$ cat src/design/efws_pkg.sv
// shared types, constants and ordering function of the earliest free worker scheduler
`default_nettype none

package efws_pkg;

  localparam int TimeW = 48;
  localparam int IdxW = 4;
  localparam int DurW = 32;
  localparam int CntW = 5;
  localparam int DataW = 32;
  localparam int AddrW = 3;
  localparam int RegIdxW = AddrW - 2;

  localparam int MaxWorkersDefault = 16;
  localparam int IdxLimit = 16;
  localparam logic [CntW-1:0] CountReset = CntW'(16);

  localparam logic [RegIdxW-1:0] RegWorkerCount = RegIdxW'(0);

  localparam logic [TimeW-1:0] TimeMax = {TimeW{1'b1}};

  typedef struct packed {
    logic [TimeW-1:0] ftime;
    logic [IdxW-1:0]  idx;
  } entry_t;

  typedef struct packed {
    logic clear;
    logic load;
  } cell_ctrl_t;

  // strict (time, index) order
  function automatic logic earlier(entry_t a, entry_t b);
    earlier = (a.ftime < b.ftime) || ((a.ftime == b.ftime) && (a.idx < b.idx));
  endfunction

endpackage

`default_nettype wire

$ cat src/design/earliest_free_worker_scheduler_unit.sv
// top level: job scheduler keeping worker free times in a sorted chain of cells
// the result beat is registered from the head cell in the cycle after the job beat is accepted
// a new job waits until the list update (ST_SORT) has shifted the chain and reinserted the key
// reset: all free times zero, worker i in slot i, worker_count 16
// a worker_count write clears the chain
`default_nettype none

module earliest_free_worker_scheduler_unit import efws_pkg::*; #(
  parameter int MAX_WORKERS = MaxWorkersDefault
) (
  input  wire logic               clk_i,
  input  wire logic               rst_ni,
  // job channel
  input  wire logic               in_valid_i,
  output logic                    in_ready_o,
  input  wire logic [DurW-1:0]    job_duration_i,
  // result channel
  output logic                    out_valid_o,
  input  wire logic               out_ready_i,
  output logic [IdxW-1:0]         worker_index_o,
  output logic [TimeW-1:0]        start_time_o,
  // register port
  input  wire logic               psel,
  input  wire logic               penable,
  input  wire logic               pwrite,
  input  wire logic [AddrW-1:0]   paddr,
  input  wire logic [DataW-1:0]   pwdata,
  output logic [DataW-1:0]        prdata,
  output logic                    pready
);

  // worker_index is 4 bits, so at most 16 workers ever take part
  localparam int NumCells = (MAX_WORKERS < IdxLimit) ? MAX_WORKERS : IdxLimit;
  localparam logic [CntW-1:0] CapCount = CntW'(NumCells);

  typedef enum logic {
    ST_IDLE,
    ST_SORT
  } state_e;

  state_e state_q;
  logic [CntW-1:0] count_q;
  logic [CntW-1:0] active_n;
  logic out_valid_q;
  logic [IdxW-1:0] out_idx_q;
  logic [TimeW-1:0] out_time_q;
  entry_t key_q;

  logic cfg_wr;
  logic in_fire;
  cell_ctrl_t ctrl;
  logic [TimeW:0] sum;
  logic [TimeW-1:0] sum_sat;

  entry_t cell_entry [NumCells];
  logic   cell_lt    [NumCells];
  logic   cell_act   [NumCells];

  // register port: single register, writes complete in the access phase
  assign pready = 1'b1;
  assign cfg_wr = psel && penable && pwrite
                  && (paddr[AddrW-1:2] == RegWorkerCount);

  always_comb begin
    prdata = '0;
    if (paddr[AddrW-1:2] == RegWorkerCount) begin
      prdata = DataW'(count_q);
    end
  end

  // zero means one worker, anything past the cell count saturates
  always_comb begin
    if (count_q == '0) begin
      active_n = CntW'(1);
    end else if (count_q > CapCount) begin
      active_n = CapCount;
    end else begin
      active_n = count_q;
    end
  end

  // the head cell always holds the earliest (time, index) worker
  assign in_ready_o = (state_q == ST_IDLE) && (!out_valid_q || out_ready_i);
  assign in_fire    = in_valid_i && in_ready_o;

  // new free time of the head worker, saturating at the top of the range
  assign sum     = {1'b0, cell_entry[0].ftime} + (TimeW + 1)'(job_duration_i);
  assign sum_sat = sum[TimeW] ? TimeMax : sum[TimeW-1:0];

  assign ctrl.clear = cfg_wr;
  assign ctrl.load  = (state_q == ST_SORT);

  // chain: each cell sees its right neighbor's entry and whether it sorts before the key
  for (genvar j = 0; j < NumCells; j++) begin : g_cell
    assign cell_act[j] = (CntW'(j) < active_n);

    if (j == NumCells - 1) begin : g_last
      efws_cell #(
        .CellIdx (IdxW'(j)),
        .IsHead  (j == 0)
      ) u_cell (
        .clk_i        (clk_i),
        .rst_ni       (rst_ni),
        .ctrl_i       (ctrl),
        .active_i     (cell_act[j]),
        .key_i        (key_q),
        .next_entry_i (cell_entry[j]),
        .next_lt_i    (1'b0),
        .entry_o      (cell_entry[j]),
        .lt_o         (cell_lt[j])
      );
    end else begin : g_mid
      efws_cell #(
        .CellIdx (IdxW'(j)),
        .IsHead  (j == 0)
      ) u_cell (
        .clk_i        (clk_i),
        .rst_ni       (rst_ni),
        .ctrl_i       (ctrl),
        .active_i     (cell_act[j]),
        .key_i        (key_q),
        .next_entry_i (cell_entry[j+1]),
        .next_lt_i    (cell_lt[j+1]),
        .entry_o      (cell_entry[j]),
        .lt_o         (cell_lt[j])
      );
    end
  end

  // configuration register
  always_ff @(posedge clk_i or negedge rst_ni) begin
    if (!rst_ni) begin
      count_q <= CountReset;
    end else if (cfg_wr) begin
      count_q <= pwdata[CntW-1:0];
    end
  end

  // control: accept a job, pop the head into the result beat, then reinsert
  always_ff @(posedge clk_i or negedge rst_ni) begin
    if (!rst_ni) begin
      state_q     <= ST_IDLE;
      out_valid_q <= 1'b0;
      out_idx_q   <= '0;
      out_time_q  <= '0;
      key_q       <= '0;
    end else begin
      // a new job beat refills the result register in the cycle it drains
      if (out_valid_q && out_ready_i && !in_fire) begin
        out_valid_q <= 1'b0;
      end
      unique case (state_q)
        ST_IDLE: begin
          if (in_fire) begin
            out_valid_q <= 1'b1;
            out_idx_q   <= cell_entry[0].idx;
            out_time_q  <= cell_entry[0].ftime;
            key_q.ftime <= sum_sat;
            key_q.idx   <= cell_entry[0].idx;
            state_q     <= ST_SORT;
          end
        end
        ST_SORT: begin
          // cells shift left past the popped head and drop the key into place
          state_q <= ST_IDLE;
        end
        default: begin
          state_q <= ST_IDLE;
        end
      endcase
    end
  end

  assign out_valid_o    = out_valid_q;
  assign worker_index_o = out_idx_q;
  assign start_time_o   = out_time_q;

endmodule

`default_nettype wire

$ cat src/design/efws_cell.sv
// one slot of the sorted free-time list
`default_nettype none

module efws_cell import efws_pkg::*; #(
  parameter logic [IdxW-1:0] CellIdx = '0,
  parameter bit              IsHead  = 1'b0
) (
  input  wire logic       clk_i,
  input  wire logic       rst_ni,
  input  wire cell_ctrl_t ctrl_i,
  input  wire logic       active_i,
  input  wire entry_t     key_i,
  input  wire entry_t     next_entry_i,
  input  wire logic       next_lt_i,
  output entry_t          entry_o,
  output logic            lt_o
);

  entry_t entry_q, entry_d;

  assign lt_o = active_i && earlier(entry_q, key_i);
  assign entry_o = entry_q;

  always_comb begin
    entry_d = entry_q;
    if (ctrl_i.clear) begin
      entry_d.ftime = '0;
      entry_d.idx   = CellIdx;
    end else if (ctrl_i.load && active_i) begin
      // take the neighbor while it sorts ahead of the key, else the key once
      if (next_lt_i) begin
        entry_d = next_entry_i;
      end else if (IsHead || lt_o) begin
        entry_d = key_i;
      end
    end
  end

  always_ff @(posedge clk_i or negedge rst_ni) begin
    if (!rst_ni) begin
      entry_q.ftime <= '0;
      entry_q.idx   <= CellIdx;
    end else begin
      entry_q <= entry_d;
    end
  end

endmodule

`default_nettype wire
$ cat config.mk
export PLATFORM = sky130hd
export DESIGN_NAME = earliest_free_worker_scheduler_unit
export DESIGN_NICKNAME = d
export VERILOG_FILES = /design/src/design/efws_pkg.sv /design/src/design/earliest_free_worker_scheduler_unit.sv /design/src/design/efws_cell.sv
export SDC_FILE = /design/constraint.sdc
export NUM_CORES = 2
export LEC_CHECK = 0
export BUFFER_PORTS_ARGS = -buffer_cell sky130_fd_sc_hd__buf_2
export CORE_UTILIZATION = 58
export CTS_CLUSTER_DIAMETER = 30
export DETAILED_ROUTE_END_ITERATION = 6
export PLACE_DENSITY = 0.75
export SYNTH_ARGS = -nofsm -noshare
export SYNTH_HDL_FRONTEND = slang
export SYNTH_SLANG_ARGS = --single-unit
export TNS_END_PERCENT = 1
$ cat constraint.sdc
create_clock -name clk_i -period 5.3 [get_ports clk_i]
set_input_delay 0.795 -clock clk_i [delete_from_list [all_inputs] [get_ports clk_i]]
set_output_delay 0.795 -clock clk_i [all_outputs]
set_load 0.02 [all_outputs]
==> impl_metrics.sql <==
INSERT INTO impl_metrics (metric_group, metric, value, unit) VALUES
('global_routing', 'globalRouteOverflowTotal', '0', ''),
('routing', 'wl_per_cell', '22.3', 'um'),
('placed_design', 'placed_cells', '7906', ''),
('clocking', 'numClockSinks', '939', ''),
('final_layout', 'layout.core_utilization', '0.680', ''),
('timing', 'slew-limit-headroom', '0.135', ''),
('timing', 'finalClockSkew', '0.0306', 'ns'),
('placed_design', 'placement.io_buffers', '103', ''),
('final_layout', 'share_of_layout_cells_above_drive_strength_1', '0.125', ''),
('floorplan', 'dieHeight', '331', 'um'),
('yosys', 'yosysWarnings', '0', ''),
('clocking', 'clockBufferDepth', '3', ''),
('global_routing', 'number_of_antenna_violations_at_the_first_check_in_global_routing', '5', ''),
('global_routing', 'via_count_of_the_first_global_routing_pass', '53100', ''),
('yosys', 'synthDominantCellAreaShare', '0.361', ''),
('yosys', 'synth_top_flop_cell', 'sky130_fd_sc_hd__dfrtp_1', ''),
('timing', 'totalNegativeSetupSlack', '0', 'ns'),
('timing', 'setup_viol_count_final', '0', ''),
('placed_design', 'dp.final_hpwl', '131', 'mm'),
('routing', 'drt.antenna.violating_nets', '0', ''),
('global_routing', 'wire_length_of_the_first_global_routing_pass', '291', 'mm'),
('critical_path', 'timing.critical_path.to_type', 'flip-flop', ''),
('clocking', 'cts_buffers', '216', ''),
('critical_path', 'worst-setup-path-type', 'reg -> reg', ''),
('timing', 'fin_crit_sh', '0.911', ''),
('floorplan', 'floorplan.die.width', '331', 'um'),
('critical_path', 'worst_setup_path_start_kind', 'flip-flop', ''),
('floorplan', 'design.core.area', '107000', 'um^2'),
('yosys', 'netlist_top_cells_count', 'sky130_fd_sc_hd__dfrtp_1, sky130_fd_sc_hd__ha_1, sky130_fd_sc_hd__nor2_1', ''),
('power', 'static-leakage-power', '34.9', 'nW'),
('critical_path', 'worst_r2r_path_depth', '13', ''),
('timing', 'grt_setup_unrepaired', 'no', ''),
('run', 'max-cap-violations', '0', ''),
('yosys', 'post_synth_num_cell_types', '82', ''),
('final_layout', 'syn_to_final_growth', '16.2', '%'),
('clocking', 'post_cts_resized', '0', ''),
('clocking', 'cts_tree', 'built', ''),
('critical_path', 'crit_required', '6.04', 'ns'),
('final_layout', 'number_of_fill_cells_in_the_layout', '8101', ''),
('final_layout', 'diodes', '0', ''),
('routing', 'routed_wirelength', '186', 'mm'),
('yosys', 'synthesis.instances', '6661', ''),
('final_layout', 'multi_input_area', '36900', 'um^2'),
('critical_path', 'critPathLaunch', 'key_q[7]', ''),
('timing', 'hold_violations', '0', ''),
('placed_design', 'place.gp.congestion', '0.968', ''),
('yosys', 'synthTopCellsByArea', 'sky130_fd_sc_hd__dfrtp_1, sky130_fd_sc_hd__ha_1, sky130_fd_sc_hd__mux2i_1', ''),
('clocking', 'insertion_delay', '0.84', 'ns'),
('final_layout', 'instances_no_fill', '8318', ''),
('routing', 'first_iter_violations', '4738', ''),
('clocking', 'clk_pin_slew', '0.05', 'ns'),
('routing', 'drt_drc_violations_left', '0', ''),
('yosys', 'number_of_enable_type_register_cells_in_the_synthesized_netlist', '0', ''),
('final_layout', 'finalNetCount', '7594', ''),
('timing', 'tightestPinTransition', '1.29', 'ns'),
('routing', 'vias', '53900', ''),
('yosys', 'ys_seq_area_frac', '0.375', ''),
('floorplan', 'die_area', '109000', 'um^2'),
('routing', 'dr.pass1.iters', '5', ''),
('status', 'run_status', 'complete, no violations', ''),
('final_layout', 'seq_area', '23500', 'um^2'),
('power', 'power_density', '775', 'nW/um^2'),
('yosys', 'synth_top_area_cell', 'sky130_fd_sc_hd__dfrtp_1', ''),
('routing', 'routed_via_density', '6.48', ''),
('power', 'ir_worst_vdd', '0.518', 'mV'),
('critical_path', 'worst_reg2reg_path_endpoint', 'g_cell[6].g_mid.u_cell.entry_o[40]', ''),
('yosys', 'synth_seq_cells', '939', ''),
('critical_path', 'worst_setup_path_endpoint', 'g_cell[6].g_mid.u_cell.entry_o[40]', ''),
('floorplan', 'floorplan.io_pins', '161', ''),
('floorplan', 'start_util', '0.585', ''),
('critical_path', 'reg2reg_from', 'key_q[7]', '');
==> layout make-up <==
cell class | instances | area share
Multi-Input combinational cell | 5117 | 0.506
Sequential cell | 939 | 0.323
Clock buffer | 286 | 0.0834
Timing Repair Buffer | 336 | 0.0348
Tap cell | 1403 | 0.0241
Clock inverter | 125 | 0.0227
Inverter | 112 | 0.00580
==> repair_timing <==
action                    4_1_cts  5_1_grt
hold buffers                    1        0
setup buffers                   0        0
hold endpoints to repair        4        0
==> flip-flops by register name, summed over array words and instances, names as in the netlist <==
name                          count
count_q                           5
g_cell.g_last.u_cell.entry_o     52
g_cell.g_mid.u_cell.entry_o     780
key_q                            52
out_valid_o                       1
start_time_o                     48
state_q                           1
==> cell usage in the layout (no fill, tap or decap), types with 28 or more instances in the layout <==
cell type                   netlist  final
sky130_fd_sc_hd__nand2_1        542    541
sky130_fd_sc_hd__buf_4           37    211
sky130_fd_sc_hd__a22o_1          51     51
sky130_fd_sc_hd__clkbuf_1       318     30
sky130_fd_sc_hd__a21oi_1        561    554
sky130_fd_sc_hd__nor2_1         589    585
sky130_fd_sc_hd__a221oi_1        52     52
sky130_fd_sc_hd__clkinv_2         0     44
sky130_fd_sc_hd__dfstp_2         33     33
sky130_fd_sc_hd__clkbuf_16        0    217
sky130_fd_sc_hd__mux2i_1        553    553
sky130_fd_sc_hd__nand4_1        141    141
sky130_fd_sc_hd__clkbuf_8         0     39
sky130_fd_sc_hd__nor3_1         106    106
sky130_fd_sc_hd__o2bb2ai_1       50     50
sky130_fd_sc_hd__nor2b_1         72     72
sky130_fd_sc_hd__o21ai_0        431    431
sky130_fd_sc_hd__buf_2          135    102
sky130_fd_sc_hd__o31ai_1         60     60
sky130_fd_sc_hd__inv_1          110    110
sky130_fd_sc_hd__dfrtp_1        906    905
sky130_fd_sc_hd__mux2_2          55     55
sky130_fd_sc_hd__a31oi_1         44     40
sky130_fd_sc_hd__nand3_1        147    145
sky130_fd_sc_hd__ha_1           797    797
sky130_fd_sc_hd__o221ai_1        54     54
sky130_fd_sc_hd__and3_1          36     36
sky130_fd_sc_hd__a211oi_1       332    332
sky130_fd_sc_hd__conb_1           2     28
sky130_fd_sc_hd__a21o_1          72     72
==> how the worst min path moves through the flow <==
stage,startpoint,endpoint,slack (ns),cells past startpoint
floorplan,g_cell[0].g_mid.u_cell.entry_o[0],key_q[0],0.44,2
global placement,start_time_o[23],start_time_o[23],0.46,2
detailed placement,start_time_o[2],start_time_o[2],0.46,2
CTS,pwdata[4],count_q[4],0.14,3
global route,pwdata[4],count_q[4],0.17,3
finish,pwdata[4],count_q[4],0.17,3
==> worst max-delay path, cell delays in order (launching register included) <==
cell                       delay (ns)
sky130_fd_sc_hd__dfrtp_1         0.36
sky130_fd_sc_hd__buf_4           0.21
sky130_fd_sc_hd__inv_1           0.48
sky130_fd_sc_hd__ha_1            0.37
sky130_fd_sc_hd__nand2_1         0.10
sky130_fd_sc_hd__o21bai_1        0.14
sky130_fd_sc_hd__a2111o_1        0.18
sky130_fd_sc_hd__a41oi_1         0.31
sky130_fd_sc_hd__nor4b_1         1.04
sky130_fd_sc_hd__o21ai_0         0.47
sky130_fd_sc_hd__a21oi_4         0.26
sky130_fd_sc_hd__buf_4           0.38
sky130_fd_sc_hd__o221ai_1        0.23
sky130_fd_sc_hd__nor2_1          0.17
==> per-stage QoR <==
stage	area (um^2)	total power [mW]	hold slack [ns]	worst slack, ns
after floorplan	62800	33.3	0.445	1.60
after global placement	65100	40.3	0.455	0.692
after detailed placement	65100	41.6	0.458	0.683
after CTS	72900	56.1	0.136	0.645
after global routing	72900	60.4	0.171	0.234
final	72900	56.5	0.175	0.472
==> metal layers <==
metal / share of wire / track usage / vias up
li1: - / - / 24900
met1: 0.42 / 0.439 / 26400
met2: 0.47 / 0.535 / 1960
met3: 0.066 / 0.0613 / 543
met4: 0.047 / 0.167 / 4
met5: 0.00014 / 0 / -
==> kinds of logic after synthesis <==
family                   Yosys count  synth area share
multiplexers                     608            0.0981
AND/OR/NAND/NOR                 1760             0.128
XOR/XNOR                          37           0.00517
buffers and inverters            631            0.0431
adder cells (fa/ha/maj)          798             0.159
AO/OA/AOI/OAI                   1886             0.191
other                              2          0.000120
flip-flops                       939             0.375
==> power breakdown <==
part / leakage, nW / switching [mW] / total [mW] / internal (mW)
clock: 3.74 / 4.60 / 14.0 / 9.39
sequential: 11.3 / 3.22 / 14.0 / 10.8
combinational: 19.8 / 16.8 / 28.5 / 11.7
No activity file was read; power rests on OpenSTA's default activity.
